===== src/owbm_pkg.sv =====
`timescale 1ns / 1ps

package owbm_pkg;

   localparam int unsigned TICK_W     = 10;
   localparam int unsigned NUM_REGS   = 8;
   localparam int unsigned CSR_IDX_W  = 3;
   localparam logic [TICK_W-1:0] ONE_EXTRA_TICKS = 10'd15;

   typedef enum logic [1:0] {
      OP_TICK  = 2'd0,
      OP_RESET = 2'd1,
      OP_WRITE = 2'd2,
      OP_READ  = 2'd3
   } op_type;

   typedef enum logic [CSR_IDX_W-1:0] {
      REG_RESET_LOW   = 3'd0,
      REG_RESET_SAMPLE = 3'd1,
      REG_RESET_TAIL  = 3'd2,
      REG_START_LOW   = 3'd3,
      REG_WRITE_SLOT  = 3'd4,
      REG_READ_SAMPLE = 3'd5,
      REG_READ_TAIL   = 3'd6,
      REG_BYTE_GAP    = 3'd7
   } reg_idx_type;

   typedef enum logic [3:0] {
      PH_IDLE   = 4'd0,
      PH_R_LOW  = 4'd1,
      PH_R_WAIT = 4'd2,
      PH_R_TAIL = 4'd3,
      PH_W_LOW  = 4'd4,
      PH_W_SLOT = 4'd5,
      PH_W_GAP  = 4'd6,
      PH_D_LOW  = 4'd7,
      PH_D_WAIT = 4'd8,
      PH_D_TAIL = 4'd9,
      PH_D_XTRA = 4'd10
   } phase_type;

   localparam logic [TICK_W-1:0] RST_RESET_LOW    = 10'd480;
   localparam logic [TICK_W-1:0] RST_RESET_SAMPLE = 10'd60;
   localparam logic [TICK_W-1:0] RST_RESET_TAIL   = 10'd420;
   localparam logic [TICK_W-1:0] RST_START_LOW    = 10'd1;
   localparam logic [TICK_W-1:0] RST_WRITE_SLOT   = 10'd60;
   localparam logic [TICK_W-1:0] RST_READ_SAMPLE  = 10'd14;
   localparam logic [TICK_W-1:0] RST_READ_TAIL    = 10'd45;
   localparam logic [TICK_W-1:0] RST_BYTE_GAP     = 10'd100;

   typedef struct packed {
      logic [1:0] op;
      logic [7:0] tx_byte;
      logic       line_in;
   } req_type;

   typedef struct packed {
      logic       drive_low;
      logic       busy_res;
      logic       done_res;
      logic       early_sample;
      logic       late_sample;
      logic [7:0] rx_byte;
   } rsp_type;

   typedef struct packed {
      logic [TICK_W-1:0] reset_low;
      logic [TICK_W-1:0] reset_sample;
      logic [TICK_W-1:0] reset_tail;
      logic [TICK_W-1:0] start_low;
      logic [TICK_W-1:0] write_slot;
      logic [TICK_W-1:0] read_sample;
      logic [TICK_W-1:0] read_tail;
      logic [TICK_W-1:0] byte_gap;
   } cfg_type;

endpackage


===== src/owbm_csr.sv =====
`timescale 1ns / 1ps

module owbm_csr (
   input  logic                            clock,
   input  logic                            reset,
   input  logic                            csr_write,
   input  logic [owbm_pkg::CSR_IDX_W-1:0]  csr_index,
   input  logic [owbm_pkg::TICK_W-1:0]     csr_wdata,
   output owbm_pkg::cfg_type               cfg
);
   import owbm_pkg::*;

   cfg_type cfg_ff;
   cfg_type cfg_in;

   always_comb begin
      cfg_in = cfg_ff;
      if (csr_write) begin
         unique case (reg_idx_type'(csr_index))
            REG_RESET_LOW:    cfg_in.reset_low    = csr_wdata;
            REG_RESET_SAMPLE: cfg_in.reset_sample = csr_wdata;
            REG_RESET_TAIL:   cfg_in.reset_tail   = csr_wdata;
            REG_START_LOW:    cfg_in.start_low    = csr_wdata;
            REG_WRITE_SLOT:   cfg_in.write_slot   = csr_wdata;
            REG_READ_SAMPLE:  cfg_in.read_sample  = csr_wdata;
            REG_READ_TAIL:    cfg_in.read_tail    = csr_wdata;
            REG_BYTE_GAP:     cfg_in.byte_gap     = csr_wdata;
            default:          cfg_in = cfg_ff;
         endcase
      end
   end

   always_ff @(posedge clock) begin
      if (reset) begin
         cfg_ff.reset_low    <= RST_RESET_LOW;
         cfg_ff.reset_sample <= RST_RESET_SAMPLE;
         cfg_ff.reset_tail   <= RST_RESET_TAIL;
         cfg_ff.start_low    <= RST_START_LOW;
         cfg_ff.write_slot   <= RST_WRITE_SLOT;
         cfg_ff.read_sample  <= RST_READ_SAMPLE;
         cfg_ff.read_tail    <= RST_READ_TAIL;
         cfg_ff.byte_gap     <= RST_BYTE_GAP;
      end else begin
         cfg_ff <= cfg_in;
      end
   end

   assign cfg = cfg_ff;

endmodule


===== src/owbm_in_reg.sv =====
`timescale 1ns / 1ps

module owbm_in_reg (
   input  logic              clock,
   input  logic              reset,
   input  logic              req_valid,
   output logic              req_stall,
   input  owbm_pkg::req_type req_data,
   input  logic              advance,
   output logic              hold_valid,
   output owbm_pkg::req_type hold_data
);
   import owbm_pkg::*;

   logic    valid_ff;
   logic    valid_in;
   req_type data_ff;
   logic    take;

   // slot frees up when the held beat moves on
   assign req_stall = valid_ff && !advance;
   assign take      = req_valid && !req_stall;
   assign valid_in  = take || (valid_ff && !advance);

   always_ff @(posedge clock) begin
      if (reset) begin
         valid_ff <= 1'b0;
      end else begin
         valid_ff <= valid_in;
      end
   end

   always_ff @(posedge clock) begin
      if (take) begin
         data_ff <= req_data;
      end
   end

   assign hold_valid = valid_ff;
   assign hold_data  = data_ff;

endmodule


===== src/owbm_engine.sv =====
`timescale 1ns / 1ps

module owbm_engine (
   input  logic              clock,
   input  logic              reset,
   input  owbm_pkg::cfg_type cfg,
   input  logic              step_en,
   input  owbm_pkg::req_type step_data,
   output owbm_pkg::rsp_type step_res
);
   import owbm_pkg::*;

   phase_type         phase_ff, phase_in;
   logic [TICK_W-1:0] tick_ff, tick_in;
   logic [2:0]        bit_ff, bit_in;
   logic [7:0]        shift_ff, shift_in;
   logic              first_ff, first_in;
   logic              last_ff, last_in;
   logic [7:0]        rx_ff, rx_in;
   logic [TICK_W-1:0] tick_inc;
   logic [TICK_W-1:0] len;
   logic              done;
   logic              tail_end;
   logic              slot_end;
   op_type            op;

   function automatic logic [TICK_W-1:0] at_least_one(input logic [TICK_W-1:0] v);
      return (v == '0) ? TICK_W'(1) : v;
   endfunction

   always_comb begin
      unique case (phase_ff)
         PH_R_LOW:            len = at_least_one(cfg.reset_low);
         PH_R_WAIT:           len = at_least_one(cfg.reset_sample);
         PH_R_TAIL:           len = at_least_one(cfg.reset_tail);
         PH_W_LOW, PH_D_LOW:  len = at_least_one(cfg.start_low);
         PH_W_SLOT:           len = at_least_one(cfg.write_slot);
         PH_D_WAIT:           len = at_least_one(cfg.read_sample);
         PH_D_TAIL:           len = at_least_one(cfg.read_tail);
         PH_W_GAP:            len = at_least_one(cfg.byte_gap);
         PH_D_XTRA:           len = ONE_EXTRA_TICKS;
         default:             len = TICK_W'(1);
      endcase
   end

   assign op       = op_type'(step_data.op);
   assign tick_inc = tick_ff + TICK_W'(1);

   always_comb begin
      phase_in = phase_ff;
      tick_in  = tick_ff;
      bit_in   = bit_ff;
      shift_in = shift_ff;
      first_in = first_ff;
      last_in  = last_ff;
      rx_in    = rx_ff;
      done     = 1'b0;
      tail_end = 1'b0;
      slot_end = 1'b0;
      if (op != OP_TICK) begin
         if (phase_ff == PH_IDLE) begin
            tick_in = '0;
            bit_in  = '0;
            unique case (op)
               OP_RESET: phase_in = PH_R_LOW;
               OP_WRITE: begin
                  shift_in = step_data.tx_byte;
                  phase_in = PH_W_LOW;
               end
               OP_READ: begin
                  shift_in = '0;
                  phase_in = PH_D_LOW;
               end
               default: phase_in = phase_ff;
            endcase
         end
      end else if (phase_ff != PH_IDLE) begin
         if (tick_inc >= len) begin
            tick_in = '0;
            unique case (phase_ff)
               PH_R_LOW:  phase_in = PH_R_WAIT;
               PH_R_WAIT: begin
                  first_in = step_data.line_in;
                  phase_in = PH_R_TAIL;
               end
               PH_R_TAIL: begin
                  last_in  = step_data.line_in;
                  done     = 1'b1;
                  phase_in = PH_IDLE;
               end
               PH_W_LOW:  phase_in = PH_W_SLOT;
               PH_W_SLOT: begin
                  shift_in = {1'b0, shift_ff[7:1]};
                  if (bit_ff == 3'd7) begin
                     bit_in = '0;
                     if (cfg.byte_gap == '0) begin
                        done     = 1'b1;
                        phase_in = PH_IDLE;
                     end else begin
                        phase_in = PH_W_GAP;
                     end
                  end else begin
                     bit_in   = bit_ff + 3'd1;
                     phase_in = PH_W_LOW;
                  end
               end
               PH_W_GAP: begin
                  done     = 1'b1;
                  phase_in = PH_IDLE;
               end
               PH_D_LOW:  phase_in = PH_D_WAIT;
               PH_D_WAIT: begin
                  shift_in = {step_data.line_in, shift_ff[7:1]};
                  if (cfg.read_tail != '0) begin
                     phase_in = PH_D_TAIL;
                  end else begin
                     tail_end = 1'b1;
                  end
               end
               PH_D_TAIL: tail_end = 1'b1;
               PH_D_XTRA: slot_end = 1'b1;
               default:   phase_in = PH_IDLE;
            endcase
            // a one read back earns the extra recovery ticks
            if (tail_end) begin
               if (shift_in[7]) begin
                  phase_in = PH_D_XTRA;
               end else begin
                  slot_end = 1'b1;
               end
            end
            if (slot_end) begin
               if (bit_ff == 3'd7) begin
                  rx_in    = shift_in;
                  bit_in   = '0;
                  done     = 1'b1;
                  phase_in = PH_IDLE;
               end else begin
                  bit_in   = bit_ff + 3'd1;
                  phase_in = PH_D_LOW;
               end
            end
         end else begin
            tick_in = tick_inc;
         end
      end
   end

   always_comb begin
      step_res.drive_low    = (phase_in == PH_R_LOW) || (phase_in == PH_W_LOW) ||
                              (phase_in == PH_D_LOW) ||
                              ((phase_in == PH_W_SLOT) && !shift_in[0]);
      step_res.busy_res     = (phase_in != PH_IDLE);
      step_res.done_res     = done;
      step_res.early_sample = first_in;
      step_res.late_sample  = last_in;
      step_res.rx_byte      = rx_in;
   end

   always_ff @(posedge clock) begin
      if (reset) begin
         phase_ff <= PH_IDLE;
         tick_ff  <= '0;
         bit_ff   <= '0;
         shift_ff <= '0;
         first_ff <= 1'b0;
         last_ff  <= 1'b0;
         rx_ff    <= '0;
      end else if (step_en) begin
         phase_ff <= phase_in;
         tick_ff  <= tick_in;
         bit_ff   <= bit_in;
         shift_ff <= shift_in;
         first_ff <= first_in;
         last_ff  <= last_in;
         rx_ff    <= rx_in;
      end
   end

   a_done_goes_idle: assert property (@(posedge clock) disable iff (reset)
      step_en && done |=> phase_ff == PH_IDLE)
      else $error("completed operation left the engine busy");

   a_idle_bit_zero: assert property (@(posedge clock) disable iff (reset)
      phase_ff == PH_IDLE |-> bit_ff == 3'd0 && tick_ff == '0)
      else $error("idle engine holds a stale bit or tick count");

   a_drive_only_busy: assert property (@(posedge clock) disable iff (reset)
      step_res.drive_low |-> step_res.busy_res)
      else $error("bus pulled low while idle");

   a_hold_without_beat: assert property (@(posedge clock) disable iff (reset)
      !step_en |=> $stable(phase_ff) && $stable(tick_ff) && $stable(shift_ff))
      else $error("engine state moved without a beat");

endmodule


===== src/owbm_out_reg.sv =====
`timescale 1ns / 1ps

module owbm_out_reg (
   input  logic              clock,
   input  logic              reset,
   input  logic              hold_valid,
   input  owbm_pkg::rsp_type step_res,
   output logic              advance,
   output logic              rsp_valid,
   input  logic              rsp_stall,
   output owbm_pkg::rsp_type rsp_data
);
   import owbm_pkg::*;

   logic    valid_ff;
   logic    valid_in;
   rsp_type data_ff;
   logic    load;

   assign advance  = !valid_ff || !rsp_stall;
   assign load     = hold_valid && advance;
   assign valid_in = load || (valid_ff && rsp_stall);

   always_ff @(posedge clock) begin
      if (reset) begin
         valid_ff <= 1'b0;
      end else begin
         valid_ff <= valid_in;
      end
   end

   always_ff @(posedge clock) begin
      if (load) begin
         data_ff <= step_res;
      end
   end

   assign rsp_valid = valid_ff;
   assign rsp_data  = data_ff;

endmodule


===== src/one_wire_bus_master.sv =====
`timescale 1ns / 1ps

// 1-wire bus master driven by a stream of beats on the req channel.
// each req beat is one microsecond tick (op tick) or a command: reset,
// write byte or read byte. commands that arrive while busy are dropped.
// every req beat yields exactly one rsp beat with the bus drive level,
// busy and done flags, both presence samples of the last reset and the
// last received byte. line_in is the bus level seen on that beat.
// an accepted req beat first sits in the input register, then the
// phase/counter update lands in the output register as its rsp beat.
// throughput is one beat per cycle while rsp is not stalled; the engine's
// single phase and tick counter update is the only work per beat.
// when rsp is stalled the output register holds its beat and the input
// register keeps one more; req_stall rises only once both are full.
// the csr port is a plain write port; the user must write it only while the
// bus is idle, which the block does not enforce. synchronous reset restores
// the default timings, idles the bus, clears all samples and the received byte.
module one_wire_bus_master (
   input  logic                            clock,
   input  logic                            reset,
   input  logic                            req_valid,
   output logic                            req_stall,
   input  owbm_pkg::req_type               req_data,
   output logic                            rsp_valid,
   input  logic                            rsp_stall,
   output owbm_pkg::rsp_type               rsp_data,
   input  logic                            csr_write,
   input  logic [owbm_pkg::CSR_IDX_W-1:0]  csr_index,
   input  logic [owbm_pkg::TICK_W-1:0]     csr_wdata
);
   import owbm_pkg::*;

   cfg_type cfg;
   logic    hold_valid;
   req_type hold_data;
   logic    advance;
   logic    step_en;
   rsp_type step_res;

   owbm_csr u_csr (
      .clock     (clock),
      .reset     (reset),
      .csr_write (csr_write),
      .csr_index (csr_index),
      .csr_wdata (csr_wdata),
      .cfg       (cfg)
   );

   owbm_in_reg u_in_reg (
      .clock      (clock),
      .reset      (reset),
      .req_valid  (req_valid),
      .req_stall  (req_stall),
      .req_data   (req_data),
      .advance    (advance),
      .hold_valid (hold_valid),
      .hold_data  (hold_data)
   );

   assign step_en = hold_valid && advance;

   owbm_engine u_engine (
      .clock     (clock),
      .reset     (reset),
      .cfg       (cfg),
      .step_en   (step_en),
      .step_data (hold_data),
      .step_res  (step_res)
   );

   owbm_out_reg u_out_reg (
      .clock      (clock),
      .reset      (reset),
      .hold_valid (hold_valid),
      .step_res   (step_res),
      .advance    (advance),
      .rsp_valid  (rsp_valid),
      .rsp_stall  (rsp_stall),
      .rsp_data   (rsp_data)
   );

endmodule


===== config.mk =====
export PLATFORM = sky130hd
export DESIGN_NAME = one_wire_bus_master
export DESIGN_NICKNAME = d
export VERILOG_FILES = /design/src/owbm_pkg.sv /design/src/owbm_csr.sv /design/src/owbm_in_reg.sv /design/src/owbm_engine.sv /design/src/owbm_out_reg.sv /design/src/one_wire_bus_master.sv
export SDC_FILE = /design/constraint.sdc
export NUM_CORES = 1
export LEC_CHECK = 0
export BUFFER_PORTS_ARGS = -buffer_cell sky130_fd_sc_hd__clkbuf_2
export CORE_UTILIZATION = 45
export CTS_CLUSTER_SIZE = 8
export DETAILED_ROUTE_END_ITERATION = 8
export PLACE_DENSITY = 0.62
export SETUP_SLACK_MARGIN = 0.4
export SYNTH_ARGS = -nofsm -noshare
export SYNTH_HDL_FRONTEND = slang
export SYNTH_SLANG_ARGS = --single-unit

===== constraint.sdc =====
create_clock -name clock -period 10.3 [get_ports clock]
set_clock_uncertainty 0.15 [all_clocks]
set_input_delay 0.515 -clock clock [delete_from_list [all_inputs] [get_ports clock]]
set_output_delay 0.515 -clock clock [all_outputs]
set_load 0.01 [all_outputs]

==> results of run 1 <==
## registers in the layout (all words and copies together) (netlist names)
name and cells:
u_csr.cfg 80, u_in_reg.hold_valid 1, u_engine.phase_ff 4, u_engine.rx_ff 8
u_engine.last_ff 1, u_in_reg.hold_data 11, u_engine.bit_ff 3, u_out_reg.rsp_data 13
u_engine.tick_ff 10, u_out_reg.rsp_valid 1, u_engine.shift_ff 8, u_engine.first_ff 1
## per-stage QoR
stage / hold slack, ps / instances
2_1_floorplan: 291 / 845
3_3_place_gp: 306 / 1031
3_5_place_dp: 311 / 1031
4_1_cts: 93.1 / 1063
5_1_grt: 96.5 / 1063
6_report: 107 / 1063
## cells in the final DEF (no fill, tap or decap), drive strengths merged, types with 17 or more instances in the layout
cell / count
a211oi: 19
o21ai: 28
nand2: 189
nor2: 88
nand3: 17
edfxtp: 24
a21oi: 90
clkbuf: 64
mux2i: 23
dfxtp: 117
nand3b: 28
## cells by family after synthesis
family,share of synthesized area (%)
and+or+nand+nor,26.8
AOI/OAI and AO/OA,18.5
DFF,44.0
buffers and inverters,3.63
muxes,3.63
adders and majority gates,2.51
xor gates and xnor gates,1.01
## area by class of cell
| cell class | count | share of cell area (%) |
|---|---|---|
| repair buffers | 45 | 2.99 |
| clock inverters | 10 | 1.49 |
| clock buffers | 22 | 5.70 |
| multi-input cells | 645 | 46.9 |
| well taps | 188 | 3.02 |
| flip-flops and latches | 141 | 39.3 |
| inverters | 12 | 0.578 |
## how the worst min path moves through the flow
| stage | from | endpoint | depth (start not counted) |
|---|---|---|---|
| 4_1_cts | req_data[3] | u_in_reg.hold_data[3] | 1 |
| 2_1_floorplan | u_csr.cfg[40] | u_csr.cfg[40] | 2 |
| 3_5_place_dp | u_engine.tick_ff[9] | u_engine.tick_ff[9] | 2 |
| 3_3_place_gp | u_engine.tick_ff[9] | u_engine.tick_ff[9] | 2 |
| 5_1_grt | req_data[6] | u_in_reg.hold_data[6] | 1 |
| 6_report | req_data[3] | u_in_reg.hold_data[3] | 1 |
## critical path, stage by stage (launching register included)
cell and delay [ps]:
dfxtp_1 990, nand2_1 360, nor3_1 550, a21boi_0 400, a221o_1 220, a221oi_1 50
ha_1 310, o21ai_0 90, nand2b_1 120, o2111ai_1 280, a21o_1 390, nor2_2 500
mux2_2 400
## power groups by stage
stage	Clock [mW]	Sequential [mW]	Combinational, mW
4_1_cts	0.598	0.600	0.125
2_1_floorplan	0	0.600	0.0952
6_report	0.591	0.600	0.127
3_5_place_dp	0	0.611	0.124
3_3_place_gp	0	0.611	0.121
5_1_grt	0.623	0.602	0.141
## layer usage
metal	GRT usage, %	wire length, um	share of wire [%]	vias up
met4	9.99	461	2.2	0
met2	46.0	10300	48	210
met3	5.40	1160	5.4	32
li1	-	-	-	3036
met1	36.4	9510	44	3028
met5	0	0	0	-
==> results by group, run 1 <==
Clock network
  – # clock sinks: 141
  – Num CTS Buffers: 17
  – Bufs on Longest Clock Path: 2
  – Root Driver: clkbuf_16
  – # Post-CTS Setup Buffers: 0
  – Clock Latency Late Sink: 430 ps
  – CTS tree: yes
  – CTS clk-pin slew, worst paths: 60 ps
  – Hold buffers post-CTS: 0
  – CTS H-Tree Depth: 4
  – Resize count post-CTS: 0

Power
  – Net switching share of the total power: 25.7%
  – Comb pwr share: 9.6%
  – Power Density: 169 nW/um2
  – Sw Pwr: 339 uW
  – Total chip power: 1.32 mW
  – VDD IR-drop max: 0.114 mV
  – Sequential power share: 45.5%
  – P_int: 979 uW
  – Leakage: 2.88 nW
  – Clock group share of total power: 44.8%

Layout
  – FILL cells: 1432
  – Finished Core Util: 51.4%
  – Fin area: 7790 um2
  – FF/Latch Area: 3060 um2
  – N_diodes: 0
  – Multi-input gate area: 3650 um2
  – # nets final: 905
  – Share of post-route cells with drive strength above 1: 10.5%
  – Layout area overhead: 11.8%

Timing
  – RSZ-0062 raised after global routing: no
  – Finish-stage setup viols: 0
  – Period Utilization, post-route: 49.2%
  – Max transition margin: 16.8%
  – Fmax: 197 MHz
  – Slew Limit Fails: 0
  – Slew @ Worst Pin: 1240 ps
  – Final worst slack: 5230 ps
  – Fin crit period: 5070 ps
  – TNS Setup: 0 ps
  – Final number of hold-violating endpoints: 0

Place
  – DP Area: 7230 um2
  – Final RePlAce weighted congestion: 0.966
  – Place WS: 5360 ps
  – DP HPWL: 15500 um
  – Buffers on Ports: 43

Yosys
  – Most common cell in the synthesized netlist: nand2_1
  – Sequential area share after synthesis: 44.0%
  – Synth area leaders: dfxtp_1 34%, edfxtp_1 10%, nand2_1 10%
  – Synth area leader: dfxtp_1
  – Post-Synthesis Cells: 845
  – Ys async rst share: 0%
  – Synth Register Bits: 141
  – Syn_area_per_cell: 8.25 um2
  – Syn nets: 888
  – Distinct cells, synth: 70
  – Post-synth top area share: 33.6%
  – Syn. warnings: 0
  – Post-synth EDFFs: 24
  – Synth cell count leaders: 189 x nand2_1, 117 x dfxtp_1, 89 x a21oi_1
  – Synth Cell Area: 6970 um2
  – Main synth FF type: dfxtp_1

Die
  – Chip Width: 126 um
  – IO Count: 44
  – Die H: 126 um
  – Die ar.: 16000 um2
  – Placement Rows: 45
  – Initial Util: 46.0%
  – Core ar.: 15100 um2

Hold path
  – Hold Path Class: input port to register

Critical path
  – Crit path launch: u_engine.phase_ff[0]
  – Worst R2R Path Depth: 12
  – WS Path Type: register to register
  – Reg-to-Reg Start: u_engine.phase_ff[0]
  – R2r setup slk: 5230 ps
  – Startpoint Class: register
  – Critical path required time: 10330 ps
  – Crit path DAT: 5100 ps
  – CP max FO: 29
  – Crit path to: u_out_reg.rsp_data[7]
  – Crit. End Element: register
  – Reg-to-Reg End: u_out_reg.rsp_data[7]

Run
  – MaxCap Viol Count: 0

Route
  – Vias: 6306
  – DRC viols: 0
  – DR pass1 iterations: 6
  – Post-route ant nets: 0
  – DRT iter0 DRCs: 550
  – Vias per std cell: 5.93
  – Final wirelength: 21400 um
  – DR WL/cell: 20.2 um

Global route
  – Vias in the first global route: 5972
  – GRT Total Usage: 27.9%
  – Initial antenna violation count: 0
  – Total gr overflow: 0
  – Largest net degree at the start of global routing: 118
  – First-pass GRT wire length: 33600 um

Outcome
  – Status: complete, no violations
(Power assumes the default switching activity.)
==> run 2, diff against run 1 <==
==> constraint.sdc (replaced) <==
create_clock -name clock -period 4.78 [get_ports clock]
set_clock_uncertainty 0.15 [all_clocks]
set_input_delay 0.239 -clock clock [delete_from_list [all_inputs] [get_ports clock]]
set_output_delay 0.239 -clock clock [all_outputs]
set_load 0.01 [all_outputs]
==> run 2 against run 1 <==
Highest routed layer unchanged. Sequential power up 110%. Clock power increased to 2.6 times the previous value. Sequential share of layout area down 1.8 points. Register-to-register slack lost 4600 ps. Largest cell class unchanged. Maximum frequency rose by 21%. Critical path depth rose by 4. Hold slack got worse by 53 ps.
==> results by group, run 2 (synthesis gave the netlist of run 1 again) <==
Layout
  – # nets final: 931 (+2.9%)
  – FILL cells: 1395 (-2.6%)
  – Share of post-route cells with drive strength above 1: 13.1% (+2.6 points)
  – Max reg flops: 80 (unchanged)
  – N_diodes: 0 (unchanged)
  – Layout area overhead: 17.3%
  – Multi-input gate area: 3690 um2 (+1.2%)
  – Commonest non-fill, non-tap cell in the layout: nand2_1
  – Most frequent cells in the layout: 189 x nand2_1, 115 x dfxtp_1, 88 x a21oi_1
  – FF/Latch Area: 3070 um2 (about the same)

Timing
  – TNS Setup: 0 ps (unchanged)
  – Finish-stage setup viols: 0 (unchanged)
  – Final number of hold-violating endpoints: 0 (unchanged)
  – Fmax: 238 MHz (+21%)
  – Max transition margin: 20.7% (+3.9 points)
  – Slew Limit Fails: 0 (unchanged)
  – RSZ-0062 raised after global routing: no
  – Slew @ Worst Pin: 1190 ps (-49.7 ps)
  – Period Utilization, post-route: 87.8% (+39 points)
  – Fin crit period: 4200 ps (-873 ps)

Global route
  – GRT Total Usage: 27.6% (-0.29 points)
  – Met2 Use GR: 45.7% (-0.32 points)
  – Met1 usage: 34.9% (-1.5 points)
  – GR Util met3: 5.31% (-0.084 points)
  – Vias in the first global route: 6118 (+2.4%)
  – GR peak layer: met2
  – Total gr overflow: 0 (unchanged)
  – First-pass GRT wire length: 33700 um (+0.18%)
  – Initial antenna violation count: 0 (unchanged)
  – Largest net degree at the start of global routing: 118 (unchanged)

Clock network
  – # clock sinks: 141 (unchanged)
  – CTS clk-pin slew, worst paths: 60 ps (about the same)
  – Clock Latency Late Sink: 430 ps (about the same)
  – Bufs on Longest Clock Path: 2 (unchanged)
  – Root Driver: clkbuf_16
  – CTS tree: yes
  – Num CTS Buffers: 17 (unchanged)
  – CTS H-Tree Depth: 4 (unchanged)
  – # Post-CTS Setup Buffers: 0 (unchanged)

Place
  – DP HPWL: 15300 um (-1.2%)
  – Final RePlAce weighted congestion: 1.00 (+3.9%)
  – Buffers on Ports: 43 (unchanged)

Die
  – Die H: 126 um (unchanged)
  – Core ar.: 15100 um2 (unchanged)
  – Initial Util: 46.0% (unchanged)
  – Chip Width: 126 um (unchanged)
  – Placement Rows: 45 (unchanged)
  – Die ar.: 16000 um2 (unchanged)
  – IO Count: 44 (unchanged)

Critical path
  – Startpoint Class: register
  – Critical path required time: 4790 ps (-5540 ps)
  – Crit path DAT: 4210 ps (-890 ps)
  – Crit. End Element: register
  – CP max FO: 21 (-28%)
  – WS Path Type: register to register

Route
  – DR WL/cell: 19.6 um (-2.8%)
  – Final wirelength: 21300 um (-0.47%)
  – Post-route ant nets: 0 (unchanged)
  – Vias per std cell: 6.00 (+1.1%)
  – DRC viols: 0 (unchanged)
  – Vias: 6532 (+3.6%)
  – DRT iter0 DRCs: 685 (+25%)
  – DR pass1 iterations: 5 (-1)

Power
  – Total chip power: 3.10 mW (+140%)
  – Leakage: 3.07 nW (+6.5%)
  – VDD IR-drop max: 0.307 mV (+170%)
  – Power Density: 380 nW/um2 (+120%)

Hold path
  – Hold Path Class: input port to register

Outcome
  – Status: complete, no violations

Run
  – MaxCap Viol Count: 0 (unchanged)
[run 2: path summary, 6_finish.rpt]
path / startpoint / cells after the start / to / slack [ps]
worst min-delay path: csr_wdata[8] / 3 / u_csr.cfg[68] / 50
worst max register to register: u_engine.phase_ff[2] / 16 / u_out_reg.rsp_data[12] / 580
worst max-delay path: u_engine.phase_ff[2] / 16 / u_out_reg.rsp_data[12] / 580
worst min register to register: u_csr.cfg[0] / 2 / u_csr.cfg[0] / 320
[run 2: layer usage]
layer  wire length (um)  up-vias
met4                741        0
li1                   -     3100
met5                  0        -
met1               9030     3087
met2              10200      292
met3               1320       53
[run 2: where the power goes]
| group | internal [mW] | total [mW] | switching (mW) |
|---|---|---|---|
| clock network | 1.01 | 1.51 | 0.503 |
| logic | 0.112 | 0.308 | 0.196 |
| registers | 1.25 | 1.28 | 0.0375 |
[run 2: timing repair]
action,4_1_cts,5_1_grt
resized for setup,2,12
hold buffers,13,0
endpoints found under the setup margin,1,28
cloned,0,0
hold endpoints to repair,13,0
[run 2: final cells by class]
cell class | count | area share (%)
Clock buffer | 22 | 5.68
Clock inverter | 10 | 2.57
Inverter | 12 | 0.551
Multi-Input combinational cell | 645 | 45.2
Sequential cell | 141 | 37.5
Tap cell | 188 | 2.88
Timing Repair Buffer | 71 | 5.63
[run 2: metrics by stage]
step | worst slack [ps] | hold WS [ps] | util, % | area (um2) | cells
5_1_grt | 368 | 78.3 | 54.0 | 8180 | 1089
2_1_floorplan | 1030 | 188 | - | 6970 | 845
3_3_place_gp | 497 | 266 | 48.4 | 7330 | 1044
3_5_place_dp | 422 | 268 | 48.4 | 7330 | 1044
4_1_cts | 449 | 42.4 | 53.7 | 8130 | 1089
6_report | 582 | 54.1 | 54.0 | 8180 | 1089
[run 2: critical path, cell delays in order, from the launching register on]
cell	delay, ps
dfxtp_1	390
buf_4	290
inv_2	140
nand2_1	140
nor3_2	70
buf_4	180
a21boi_1	170
a221o_1	320
a221oi_1	280
ha_1	310
a211oi_1	200
nand2_1	140
o2111ai_2	340
nand2_1	240
a32oi_2	290
and3_1	210
a211oi_2	70
==> run 3, diff against run 2 <==
==> constraint.sdc (replaced) <==
create_clock -name clock -period 5.19 [get_ports clock]
set_clock_uncertainty 0.15 [all_clocks]
set_input_delay 0.2595 -clock clock [delete_from_list [all_inputs] [get_ports clock]]
set_output_delay 0.2595 -clock clock [all_outputs]
set_load 0.01 [all_outputs]
==> run 3 against run 2 <==
Flip-flop and latch count did not move. Power fell by 12%. First-iteration DRC count down 24%. Count of clock-buffer cells in the layout is 1 lower. Cell count fell by 0.55%. Combinational power fell by 11%. Setup slack better by 100 ps. Maximum frequency shrank 6.8%. Sequential power decreased by 8%. Final area decreased by 1.7%. Non-clock buffer count fell by 5. Largest cell class unchanged.
==> results by group, run 3 (synthesis gave the netlist of run 1 again) <==
Outcome
  – Status: complete, no violations

Route
  – Post-route ant nets: 0 (unchanged)
  – DR WL/cell: 19.6 um (about the same)
  – Vias per std cell: 5.93 (-1.1%)
  – DRT iter0 DRCs: 523 (-24%)
  – Vias: 6424 (-1.7%)
  – DR pass1 iterations: 5 (unchanged)
  – Final wirelength: 21200 um (-0.64%)
  – DRC viols: 0 (unchanged)

Place
  – DP HPWL: 15300 um (about the same)
  – Buffers on Ports: 43 (unchanged)
  – Final RePlAce weighted congestion: 1.04 (+3.4%)
  – Place WS: 612 ps (+190 ps)
  – DP Area: 7290 um2 (-0.51%)
  – Placed instance count: 1039 (-0.48%)

Hold path
  – WHS Endpoint: u_csr.cfg[68]
  – Worst Hold Depth: 3 (unchanged)
  – Hold Path Class: input port to register
  – Hold_sp: csr_wdata[8]

Die
  – Die H: 126 um (unchanged)
  – Die ar.: 16000 um2 (unchanged)
  – Initial Util: 46.0% (unchanged)
  – Chip Width: 126 um (unchanged)
  – Placement Rows: 45 (unchanged)
  – Core ar.: 15100 um2 (unchanged)
  – IO Count: 44 (unchanged)

Power
  – Power Density: 341 nW/um2 (-10%)
  – VDD IR-drop max: 0.259 mV (-15%)
  – Leakage: 3.01 nW (-1.9%)
  – Total chip power: 2.74 mW (-12%)

Layout
  – Final Instance Count excl. Fillers: 1083 (-0.55%)
  – Layout area overhead: 15.4%
  – # nets final: 926 (-0.54%)
  – N_diodes: 0 (unchanged)
  – Finished Core Util: 53.1% (-0.91 points)
  – Most frequent cells in the layout: 189 x nand2_1, 115 x dfxtp_1, 89 x a21oi_1
  – Fin area: 8040 um2 (-1.7%)
  – Share of post-route cells with drive strength above 1: 11.6% (-1.5 points)
  – Max reg flops: 80 (unchanged)
  – FILL cells: 1411 (+1.1%)
  – Commonest non-fill, non-tap cell in the layout: nand2_1

Timing
  – RSZ-0062 raised after global routing: no
  – Max transition margin: 16.0% (-4.7 points)
  – Period Utilization, post-route: 86.8% (-1.0 points)
  – Final number of hold-violating endpoints: 0 (unchanged)
  – Slew Limit Fails: 0 (unchanged)
  – Fmax: 222 MHz (-6.8%)
  – Slew @ Worst Pin: 1250 ps (+60.8 ps)
  – Min Hold Slack: 61.5 ps (+7.39 ps)
  – TNS Setup: 0 ps (unchanged)
  – Final worst slack: 684 ps (+102 ps)
  – Finish-stage setup viols: 0 (unchanged)
  – Fin crit period: 4510 ps (+308 ps)

Global route
  – First-pass GRT wire length: 33400 um (-0.88%)
  – Total gr overflow: 0 (unchanged)
  – GRT Total Usage: 27.5% (-0.16 points)
  – Vias in the first global route: 6009 (-1.8%)
  – Largest net degree at the start of global routing: 118 (unchanged)
  – Initial antenna violation count: 0 (unchanged)

Critical path
  – Critical path's largest stage delay: 480 ps (+90 ps)
  – Reg-to-Reg Start: u_engine.phase_ff[0]
  – WS Path Type: register to register
  – Crit path DAT: 4510 ps (+300 ps)
  – Reg-to-Reg End: u_out_reg.rsp_data[12]
  – Worst R2R Path Depth: 16 (unchanged)
  – Startpoint Class: register
  – Crit path cell chain: buf_4 > nor3_1 > buf_4 > and2_1 > a22oi_1 > o21ai_1 > a221o_1 > a221oi_1 > ha_1 > a211oi_1 > nand2_1 > o2111ai_1 > nand2_1 > a32oi_1 > and3_1 > a211oi_2
  – CP max stage cell: dfxtp_1
  – CP max FO: 21 (unchanged)
  – Critical path required time: 5190 ps (+400 ps)
  – R2r setup slk: 680 ps (+100 ps)
  – Crit. End Element: register

Clock network
  – CTS tree: yes
  – Clock Latency Late Sink: 420 ps (about the same)
  – # clock sinks: 141 (unchanged)
  – Num CTS Buffers: 17 (unchanged)
  – Root Driver: clkbuf_16
  – CTS H-Tree Depth: 4 (unchanged)
  – Bufs on Longest Clock Path: 2 (unchanged)
  – CTS clk-pin slew, worst paths: 60 ps (about the same)

Run
  – MaxCap Viol Count: 0 (unchanged)
[run 3: cell types whose count changed in the layout (fill, tap and decap cells not counted), moves of 2 or more]
cell / before / now
buf_4: 16 / 11
nor2_2: 3 / 0
bufinv_16: 6 / 4
clkinv_2: 0 / 2
clkinv_4: 3 / 1
inv_4: 0 / 2
nor2_1: 85 / 87
[run 3: cell type report]
cell class / count / area [um2] / share of cell area (%)
well taps: 188 / 235 / 2.93
inverters: 12 / 45.0 / 0.560
repair buffers: 66 / 423 / 5.26
flip-flops and latches: 141 / 3070 / 38.1
clock inverters: 10 / 160 / 1.99
multi-input cells: 645 / 3660 / 45.5
clock buffers: 21 / 450 / 5.60
[run 3: report_power, final]
part / total, mW / switching, mW / internal [mW]
Combinational: 0.275 / 0.176 / 0.0983
Clock: 1.28 / 0.467 / 0.815
Sequential: 1.18 / 0.0347 / 1.15
Total: 2.74 / 0.678 / 2.06
[run 3: worst max-delay path, delay by kind of cell, from the launching register on]
kind	cells	cell delay [ps]
simple gates	5	840
flops	1	480
compound gates	8	1940
buf+inv	2	510
fa+ha+maj	1	310
[run 3: per-layer routing]
layer | part of all wire [%] | track usage [%] | vias to the layer above
met4 | 3.0 | 12.3 | 0
li1 | - | - | 3096
met2 | 47 | 44.6 | 250
met3 | 6.5 | 5.90 | 40
met1 | 43 | 35.1 | 3038
met5 | 0 | 0 | -
[run 3: worst max path at each step]
stage	from	end	slack [ps]
after floorplan	u_engine.phase_ff[1]	u_out_reg.rsp_data[12]	1440
after global placement	u_engine.phase_ff[1]	u_out_reg.rsp_data[7]	580
after detailed placement	u_engine.phase_ff[1]	u_out_reg.rsp_data[7]	610
after CTS	u_engine.phase_ff[1]	u_out_reg.rsp_data[7]	580
after global routing	u_engine.phase_ff[0]	u_out_reg.rsp_data[12]	420
final	u_engine.phase_ff[0]	u_out_reg.rsp_data[12]	680
[run 3: what timing repair did]
item	4_1_cts	5_1_grt
buffers inserted	0	0
endpoints found under the hold margin	13	0
resized for setup	0	4
endpoints found under the setup margin	0	10
hold buffers	13	0
